**config.mk**
```make
export PLATFORM = sky130hd
export DESIGN_NAME = i2c_master_register_read_sequencer
export DESIGN_NICKNAME = d
export VERILOG_FILES = /design/src/rtl/core/i2cmrs_pkg.sv /design/src/rtl/core/i2cmrs_step.sv /design/src/rtl/core/i2c_master_register_read_sequencer.sv
export SDC_FILE = /design/constraint.sdc
export NUM_CORES = 1
export LEC_CHECK = 0
export BUFFER_PORTS_ARGS = -buffer_cell sky130_fd_sc_hd__buf_2
export CORE_MARGIN = 10
export CORE_UTILIZATION = 45
export DETAILED_ROUTE_END_ITERATION = 12
export GPL_TIMING_DRIVEN = 0
export PLACE_DENSITY = 0.68
export SYNTH_ARGS = -nofsm -noshare
export SYNTH_HDL_FRONTEND = slang
export SYNTH_HIERARCHICAL = 1
export SYNTH_SLANG_ARGS = --single-unit
```
**constraint.sdc**
```tcl
create_clock -name i_clk -period 3.1 [get_ports i_clk]
set_clock_uncertainty 0.05 [all_clocks]
set_input_delay 0.465 -clock i_clk [delete_from_list [all_inputs] [get_ports i_clk]]
set_output_delay 0.465 -clock i_clk [all_outputs]
set_load 0.02 [all_outputs]
```
**src/rtl/core/i2cmrs_pkg.sv**
```systemverilog
// Package for the I2C master register read sequencer.
// Holds item and state types, phase and command codes, and TWI status codes.
// No dependencies.
package i2cmrs_pkg;

    typedef enum logic [0:0] {
        OP_BEGIN    = 1'b0,
        OP_COMPLETE = 1'b1
    } t_opcode;

    typedef enum logic [2:0] {
        PH_IDLE    = 3'd0,
        PH_START   = 3'd1,
        PH_SLA_W   = 3'd2,
        PH_REG     = 3'd3,
        PH_RESTART = 3'd4,
        PH_SLA_R   = 3'd5,
        PH_DATA    = 3'd6
    } t_phase;

    typedef enum logic [2:0] {
        CMD_NONE    = 3'd0,
        CMD_START   = 3'd1,
        CMD_TX      = 3'd2,
        CMD_RX_ACK  = 3'd3,
        CMD_RX_NACK = 3'd4
    } t_bus_cmd;

    localparam logic [7:0] ST_START    = 8'h08;
    localparam logic [7:0] ST_SLA_W    = 8'h18;
    localparam logic [7:0] ST_REG      = 8'h28;
    localparam logic [7:0] ST_SLA_R    = 8'h40;
    localparam logic [7:0] ST_DATA_ACK = 8'h50;
    localparam logic [7:0] ST_DATA_NAK = 8'h58;
    localparam logic [7:0] ST_MASK     = 8'hF8;

    typedef struct packed {
        logic [0:0] opcode;
        logic [6:0] slave_address;
        logic [7:0] register_address;
        logic [7:0] read_length;
        logic [7:0] bus_status;
        logic [7:0] received_byte;
    } t_in_item;

    typedef struct packed {
        logic [2:0] bus_command;
        logic [7:0] transmit_byte;
        logic [0:0] data_valid;
        logic [7:0] data_byte;
        logic [0:0] done_res;
        logic [0:0] error;
    } t_out_item;

    typedef struct packed {
        t_phase     phase;
        logic [7:0] bytes_left;
        logic [6:0] target_address;
        logic [7:0] target_register;
    } t_seq_state;

endpackage

```
**src/rtl/core/i2cmrs_step.sv**
```systemverilog
// Next-state and result logic of the I2C register read sequencer.
// Depends on i2cmrs_pkg for item, state and code types.
module i2cmrs_step (
    input  i2cmrs_pkg::t_in_item   i_item,
    input  i2cmrs_pkg::t_seq_state i_state,
    output i2cmrs_pkg::t_seq_state o_state,
    output i2cmrs_pkg::t_out_item  o_result
);

    logic [7:0]           status;
    logic                 fail;
    logic                 last_byte;
    i2cmrs_pkg::t_bus_cmd rx_cmd;

    assign status    = i_item.bus_status & i2cmrs_pkg::ST_MASK;
    assign last_byte = (i_state.bytes_left == 8'd1);
    assign rx_cmd    = last_byte ? i2cmrs_pkg::CMD_RX_NACK : i2cmrs_pkg::CMD_RX_ACK;

    always_comb begin
        o_state  = i_state;
        o_result = '0;
        fail     = 1'b0;
        if (i2cmrs_pkg::t_opcode'(i_item.opcode) == i2cmrs_pkg::OP_BEGIN) begin
            // restart from scratch, whatever was running
            o_state.target_address  = i_item.slave_address;
            o_state.target_register = i_item.register_address;
            o_state.bytes_left      = i_item.read_length;
            o_state.phase           = i2cmrs_pkg::PH_START;
            o_result.bus_command    = i2cmrs_pkg::CMD_START;
        end else begin
            case (i_state.phase)
                i2cmrs_pkg::PH_START: begin
                    if (status == i2cmrs_pkg::ST_START) begin
                        o_result.bus_command   = i2cmrs_pkg::CMD_TX;
                        o_result.transmit_byte = {i_state.target_address, 1'b0};
                        o_state.phase          = i2cmrs_pkg::PH_SLA_W;
                    end else begin
                        fail = 1'b1;
                    end
                end
                i2cmrs_pkg::PH_SLA_W: begin
                    if (status == i2cmrs_pkg::ST_SLA_W) begin
                        o_result.bus_command   = i2cmrs_pkg::CMD_TX;
                        o_result.transmit_byte = i_state.target_register;
                        o_state.phase          = i2cmrs_pkg::PH_REG;
                    end else begin
                        fail = 1'b1;
                    end
                end
                i2cmrs_pkg::PH_REG: begin
                    if (status == i2cmrs_pkg::ST_REG) begin
                        o_result.bus_command = i2cmrs_pkg::CMD_START;
                        o_state.phase        = i2cmrs_pkg::PH_RESTART;
                    end else begin
                        fail = 1'b1;
                    end
                end
                i2cmrs_pkg::PH_RESTART: begin
                    // repeated start status is taken as is
                    o_result.bus_command   = i2cmrs_pkg::CMD_TX;
                    o_result.transmit_byte = {i_state.target_address, 1'b1};
                    o_state.phase          = i2cmrs_pkg::PH_SLA_R;
                end
                i2cmrs_pkg::PH_SLA_R: begin
                    if (status != i2cmrs_pkg::ST_SLA_R) begin
                        fail = 1'b1;
                    end else if (i_state.bytes_left == 8'd0) begin
                        o_result.done_res = 1'b1;
                        o_state.phase     = i2cmrs_pkg::PH_IDLE;
                    end else begin
                        o_result.bus_command = rx_cmd;
                        o_state.phase        = i2cmrs_pkg::PH_DATA;
                    end
                end
                i2cmrs_pkg::PH_DATA: begin
                    if ((i_state.bytes_left > 8'd1 && status == i2cmrs_pkg::ST_DATA_ACK) ||
                        (last_byte && status == i2cmrs_pkg::ST_DATA_NAK)) begin
                        o_result.data_valid = 1'b1;
                        o_result.data_byte  = i_item.received_byte;
                        o_state.bytes_left  = i_state.bytes_left - 8'd1;
                        if (last_byte) begin
                            o_result.done_res = 1'b1;
                            o_state.phase     = i2cmrs_pkg::PH_IDLE;
                        end else begin
                            // two or more left before this beat: next is ack unless one remains
                            o_result.bus_command = (i_state.bytes_left == 8'd2) ?
                                i2cmrs_pkg::CMD_RX_NACK : i2cmrs_pkg::CMD_RX_ACK;
                        end
                    end else begin
                        fail = 1'b1;
                    end
                end
                default: begin
                    o_state.phase = i2cmrs_pkg::PH_IDLE;
                end
            endcase
            if (fail) begin
                o_result.error = 1'b1;
                o_state.phase  = i2cmrs_pkg::PH_IDLE;
            end
        end
    end

endmodule

```
**src/rtl/core/i2c_master_register_read_sequencer.sv**
```systemverilog
// Top level of the I2C master register read sequencer.
// Depends on i2cmrs_pkg and i2cmrs_step.
//
// Drives a byte-level I2C bus engine through one combined register read:
// START, address+W, register byte, repeated START, address+R, then the
// requested number of receives, all acknowledged but the last. Every input
// beat (a begin request or an engine completion) yields exactly one output
// beat carrying the next bus command and, on a receive, the data byte; a
// done flag marks the end of a read and an error flag an aborted one (no
// STOP is issued). A begin beat while a read is running drops that read and
// starts over. The step logic sits between the sequencer state and a single
// output register, so a new beat is taken in every cycle in which the output
// register is empty or being drained, and its result beat appears in the
// cycle after it is accepted.
module i2c_master_register_read_sequencer (
    input  logic                  i_clk,
    input  logic                  i_rst_n,
    input  logic                  i_in_valid,
    output logic                  o_in_stall,
    input  i2cmrs_pkg::t_in_item  i_in_data,
    output logic                  o_out_valid,
    input  logic                  i_out_stall,
    output i2cmrs_pkg::t_out_item o_out_data
);

    i2cmrs_pkg::t_seq_state r_state;
    i2cmrs_pkg::t_seq_state n_state;
    i2cmrs_pkg::t_out_item  r_out;
    i2cmrs_pkg::t_out_item  n_out;
    logic                   r_out_valid;
    logic                   n_out_valid;
    logic                   in_accept;

    // Hold the input only while a result waits and the sink stalls.
    assign o_in_stall = r_out_valid & i_out_stall;
    assign in_accept  = i_in_valid & ~o_in_stall;

    i2cmrs_step u_step (
        .i_item   (i_in_data),
        .i_state  (r_state),
        .o_state  (n_state),
        .o_result (n_out)
    );

    // Drop the output beat once taken; a fresh accept refills it the same edge.
    always_comb begin
        if (in_accept) begin
            n_out_valid = 1'b1;
        end else if (!i_out_stall) begin
            n_out_valid = 1'b0;
        end else begin
            n_out_valid = r_out_valid;
        end
    end

    // Sequencer state: advance only on an accepted beat.
    always_ff @(posedge i_clk) begin
        if (!i_rst_n) begin
            r_state.phase           <= i2cmrs_pkg::PH_IDLE;
            r_state.bytes_left      <= '0;
            r_state.target_address  <= '0;
            r_state.target_register <= '0;
            r_out_valid             <= 1'b0;
        end else begin
            if (in_accept) begin
                r_state <= n_state;
            end
            r_out_valid <= n_out_valid;
        end
    end

    // Result payload, no reset needed.
    always_ff @(posedge i_clk) begin
        if (in_accept) begin
            r_out <= n_out;
        end
    end

    assign o_out_valid = r_out_valid;
    assign o_out_data  = r_out;

    // A finished or aborted read never carries both flags.
    a_done_xor_error: assert property (@(posedge i_clk) disable iff (!i_rst_n)
        o_out_valid |-> !(o_out_data.done_res && o_out_data.error))
        else $error("done and error set together");

    // A returned byte comes only with a receive command or the end of the read.
    a_data_cmd: assert property (@(posedge i_clk) disable iff (!i_rst_n)
        (o_out_valid && o_out_data.data_valid) |->
            (o_out_data.bus_command == i2cmrs_pkg::CMD_NONE ||
             o_out_data.bus_command == i2cmrs_pkg::CMD_RX_ACK ||
             o_out_data.bus_command == i2cmrs_pkg::CMD_RX_NACK))
        else $error("data byte with a non-receive command");

    // A begin beat always lands the sequencer in the start phase.
    a_begin_start: assert property (@(posedge i_clk) disable iff (!i_rst_n)
        (in_accept && i_in_data.opcode == i2cmrs_pkg::OP_BEGIN) |=>
            (r_state.phase == i2cmrs_pkg::PH_START && o_out_valid &&
             o_out_data.bus_command == i2cmrs_pkg::CMD_START))
        else $error("begin did not issue start");

    // An error or done result leaves the sequencer idle.
    a_end_idle: assert property (@(posedge i_clk) disable iff (!i_rst_n)
        (in_accept && (n_out.error || n_out.done_res)) |=>
            (r_state.phase == i2cmrs_pkg::PH_IDLE))
        else $error("sequencer not idle after end of read");

endmodule

```
; Yosys cells after proc, flatten, opt, wreduce, memory -nomap -nowiden
; Index checks and enable logic that the tools add are counted.
; W data, S select, Z words.
[totals]
reg_bits = 49
input_bits = 44
word_cells = 86
[classes]
add_sub_neg = 1
magnitude_cmp = 1
n_eq_ne = 23
mux = 37
bitwise_logic = 4
reduce_logical = 9
[op_table]
columns = op, count
row1 = $mux W3, 13
row2 = $pmux W3 S6, 2
row3 = $mux W10, 3
row4 = $pmux W8 S3, 1
row5 = $mux W11, 2
row6 = $ne A4 B2 Y1 const B, 5
row7 = $mux W1, 13
row8 = $eq A5 B4 Y1 const B, 2
row9 = $eq A3 B3 Y1 const B, 3
row10 = $eq A8 B1 Y1 const B, 1
row11 = $eq A8 B2 Y1 const B, 1
row12 = $gt A8 B1 Y1 const B, 1
row13 = $logic_not A8 Y1, 1
row14 = $mux W8, 1
row15 = $sub A8 B1 Y8 const B, 1
row16 = $reduce_and A7 Y1, 1
row17 = $eq A3 B2 Y1 const B, 2
row18 = $ne A2 B1 Y1 const B, 3
row19 = $reduce_and A3 Y1, 2
row20 = $eq A5 B1 Y1 const B, 1
row21 = $eq A5 B2 Y1 const B, 1
row22 = $eq A5 B3 Y1 const B, 1
row23 = $ne A5 B4 Y1 const B, 1
row24 = $pmux W1 S5, 1
row25 = 8 further kinds, 12

; Logic depth before layout (Yosys ltp)
[depth]
word_depth = 8
mapped_depth = 10
depth_no_buf = 9

; By module
; Netlist, hierarchy kept.
[by_module_without_submodules]
columns = module, n_inst, cells_each, area_each_um2, seq_area_each_um2
row1 = i2c_master_register_read_sequencer, 1, 139, 1780.5, 1201.2
row2 = i2cmrs_step, 1, 173, 1231.2, 0.0

; Worst setup path after synthesis
; Ideal clock, no wire load.
[synth_timing]
path_type = flip-flop to flip-flop
start = reg r_state[15] in the netlist's numbering
end = reg r_state[16] in the netlist's numbering
setup_time_ns = 0.072
arrival_ns = 2.041
required_ns = 2.978
path_slack_ns = 0.937
path_stages_with_launch = 10
path_cell_list = dfxtp_1 -> inv_1 -> ha_1 -> or2_1 -> a31oi_2 -> o21a_4 -> mux2_4 -> a21oi_2 -> nand2_1 -> mux2i_1
[synth_lines]
columns = element, line_no
row1 = start: declaration, i2c_master_register_read_sequencer.sv:26  ; i2cmrs_pkg::t_seq_state r_state;
row2 = start signal: assignment, i2c_master_register_read_sequencer.sv:66  ; r_state <= n_state;

==> flow_metrics.env <==
export IMPL_hold_path_depth=2
export IMPL_slew_headroom=0.519
export IMPL_synth_cell_types=62
export IMPL_die_area_sq_mm=0.0104
export IMPL_cts_clk_slew_worst_paths_ns=0.09
export IMPL_root_buffer="clkbuf_8"
export IMPL_numCtsBuffers=5
export IMPL_hold_class="primary input to flop"
export IMPL_drt_wl_total_mm=7.52
export IMPL_final_cell_count_no_fill=457
export IMPL_hold_viol=0
export IMPL_clock_latency_ns=0.31
export IMPL_crit_path_max_incr_delay_ns=0.49
export IMPL_num_antenna_cells=0
export IMPL_clk_path_buf_depth=2
export IMPL_cellLeakagePower_nw=1.48
export IMPL_post_cts_buffers=0
export IMPL_ys_ff_latch=49
export IMPL_worst_slack_ns=0.646
export IMPL_cpLargestDelayFamily="compound AO/OA/AOI/OAI gates"
export IMPL_drc=0
export IMPL_critPathArrivalTime_ns=2.65
export IMPL_ys_async_sr_fraction=0
export IMPL_synth_ff_type="dfxtp_1"
export IMPL_place_hpwl_mm=5.57
export IMPL_worstRegToRegCells=9
export IMPL_htreeDepth=2
export IMPL_gp_congestion=0.885
export IMPL_pre_cts_ws_ns=0.655
export IMPL_yosysSeqAreaShare=0.399
export IMPL_port_buffer_count=60
export IMPL_setup_viol=0
export IMPL_r2r_slack_ns=0.65
export IMPL_syn_num_nets=360
export IMPL_ant_nets=0
export IMPL_vdd_drop_max_mv=0.220
export IMPL_placed_cell_area_sq_mm=0.00341
export IMPL_utilization=0.548
export IMPL_hold_end="o_out_valid$_SDFFE_PN0P_"
export IMPL_power_density_mw_per_mm2=415
export IMPL_synth_area_sq_mm=0.00301
export IMPL_slowest_stage="dfxtp_1"
export IMPL_antenna_found_initial=0
export IMPL_fin_setup_tns_ns=0
export IMPL_rr_endpoint="r_state[16]$_SDFFE_PN0P_"
export IMPL_num_io_pins=68
export IMPL_min_period_ns=2.45
export IMPL_syn_area_per_cell_sq_um=9.65
export IMPL_clock_sinks=49
export IMPL_drtPass1Iterations=4
export IMPL_start_util=0.469
export IMPL_drtIter0Drc=140
export IMPL_drv_cap=0
export IMPL_cp_max_fo=7
export IMPL_cp_data_required_time_ns=3.30
export IMPL_worstSetupEndpointType="flop"
export IMPL_synth_warnings=6
export IMPL_r2r_start="r_state[15]$_SDFFE_PN0P_"
export IMPL_dpl_cell_count=449
export IMPL_status="completed"
export IMPL_n_fill_cell=594
export IMPL_crit_chain="inv_1 > ha_1 > or2_1 > a31oi_2 > o21a_4 > mux2_4 > a21oi_2 > nand2_1 > mux2i_1"
export IMPL_path_class="flop to flop"
export IMPL_period_share=0.792
export IMPL_grt_max_degree=32
export IMPL_synthToLayoutAreaGrowth_pct=16.9
export IMPL_die_h_microns=102
export IMPL_slew_violations=0
export IMPL_max_freq_mhz=407
export IMPL_wl_per_cell_microns=16.5
export IMPL_cp_start_kind="flop"
export IMPL_final_area_sq_mm=0.00352
export IMPL_rows=29
export IMPL_synth_edf_count=22
export IMPL_vias=2483
export IMPL_hp_start="i_in_valid"
export IMPL_cts_resized=0
export IMPL_synthesis_instances=312
export IMPL_cts_tree="yes"
export IMPL_die_w_microns=102
export IMPL_tightest_slew_ns=0.721
export IMPL_grt_usage=0.143
export IMPL_postCtsHoldBufs=0
export IMPL_grt_pass1_wl_mm=12.1
export IMPL_cp_num_buf_inv=1
export IMPL_drive_above_1_share=0.318
export IMPL_core_area_sq_mm=0.00642
export IMPL_cp_depth=9
export IMPL_vias_per_cell=5.43
export IMPL_grt_overflow=0
export IMPL_layout_nets=427
export IMPL_first_global_vias=2544
export IMPL_rsz0062_at_grt="false"
## layout by cell type, fill, tap and decap left out, types with 3 or more instances in the layout
cell type  Yosys  routed
clkbuf_1       6       7
and2_1         4       4
nor2_1        23      23
inv_1          5       5
mux2_2        15      15
edfxtp_1      22      22
buf_6          3       3
nor2b_1        3       3
ha_1           4       4
and3_1        12      12
nor3_1         5       5
mux2i_1       27      27
o211ai_1       3       3
xor2_1         6       6
a21oi_1       12      12
clkbuf_8       0       5
nand3_1        5       5
buf_2         10      70
a22oi_1        7       7
a21oi_2        3       3
buf_12         3       3
nand2_1       57      57
dfxtp_1       27      27
## registers in the layout (all words and copies together), names as in the netlist
name / count
r_state: 26
o_out_data: 22
o_out_valid: 1
## metrics by stage
step	hold slack [ns]	total power, mW
global route	0.344	1.52
detailed placement	0.410	1.01
floorplan	0.390	0.931
CTS	0.325	1.47
finish	0.332	1.46
global placement	0.403	1.01
## worst reg2reg max path, cell delays in order (launching register included)
cell     delay, ns
dfxtp_1       0.49
inv_1         0.13
ha_1          0.27
or2_1         0.27
a31oi_2       0.37
o21a_4        0.22
mux2_4        0.31
a21oi_2       0.12
nand2_1       0.05
mux2i_1       0.12
## cell type report
cell class	instances	area, sq um	area share
inverter	6	22.5	0.00640
clock inverter	2	38.8	0.0110
timing repair buffer	60	300	0.0853
tap	77	96.3	0.0274
buffer	23	174	0.0494
sequential	49	1200	0.341
clock buffer	6	72.6	0.0206
multi-input combinational	234	1610	0.459
## logic make-up (layout without fill, tap and decap cells)
kind of cell    count (synthesis)  count (layout)  synth area share
compound gates                 49              49             0.133
mux                            43              43             0.151
simple gates                  131             131             0.216
flops                          49              49             0.399
buf+inv                        29              97            0.0652
xor+xnor                        7               7            0.0204
fa+ha+maj                       4               4            0.0166
## synth_stat cells (3+ instances only)
master / instances / area share
clkbuf_1: 6 / 0.0075
edfxtp_1: 22 / 0.22
o211ai_1: 3 / 0.0075
and2_1: 4 / 0.0083
xor2_1: 6 / 0.017
a22oi_1: 7 / 0.017
mux2i_1: 27 / 0.090
buf_6: 3 / 0.011
buf_2: 10 / 0.017
nor2_1: 23 / 0.029
and3_1: 12 / 0.025
nand3_1: 5 / 0.0083
a21oi_2: 3 / 0.0087
buf_12: 3 / 0.020
mux2_2: 15 / 0.056
nor2b_1: 3 / 0.0062
ha_1: 4 / 0.017
inv_1: 5 / 0.0062
a21oi_1: 12 / 0.020
nor3_1: 5 / 0.0083
nand2_1: 57 / 0.071
dfxtp_1: 27 / 0.18
## how the worst max path moves through the flow
stage | slack [ns] | start | endpoint
final | 0.65 | r_state[15]$_SDFFE_PN0P_ | r_state[16]$_SDFFE_PN0P_
after global routing | 0.50 | r_state[15]$_SDFFE_PN0P_ | r_state[16]$_SDFFE_PN0P_
after CTS | 0.64 | r_state[15]$_SDFFE_PN0P_ | r_state[16]$_SDFFE_PN0P_
after detailed placement | 0.66 | r_state[15]$_SDFFE_PN0P_ | r_state[16]$_SDFFE_PN0P_
after global placement | 0.70 | r_state[15]$_SDFFE_PN0P_ | r_state[16]$_SDFFE_PN0P_
after floorplan | 0.94 | r_state[15]$_SDFFE_PN0P_ | r_state[16]$_SDFFE_PN0P_
## report_power, final
| group | switching [mW] | internal, mW | total (mW) |
|---|---|---|---|
| Sequential | 0.0235 | 0.706 | 0.730 |
| Combinational | 0.151 | 0.117 | 0.268 |
| Clock | 0.220 | 0.242 | 0.462 |
## metal layers
metal | vias to the layer above | GRT usage | part of all wire
li1 | 1237 | - | -
met1 | 1163 | 0.176 | 0.44
met2 | 79 | 0.238 | 0.48
met3 | 4 | 0.0402 | 0.078
met4 | 0 | 0.0418 | 0.0063
met5 | - | 0 | 0
(Power assumes the default switching activity.)
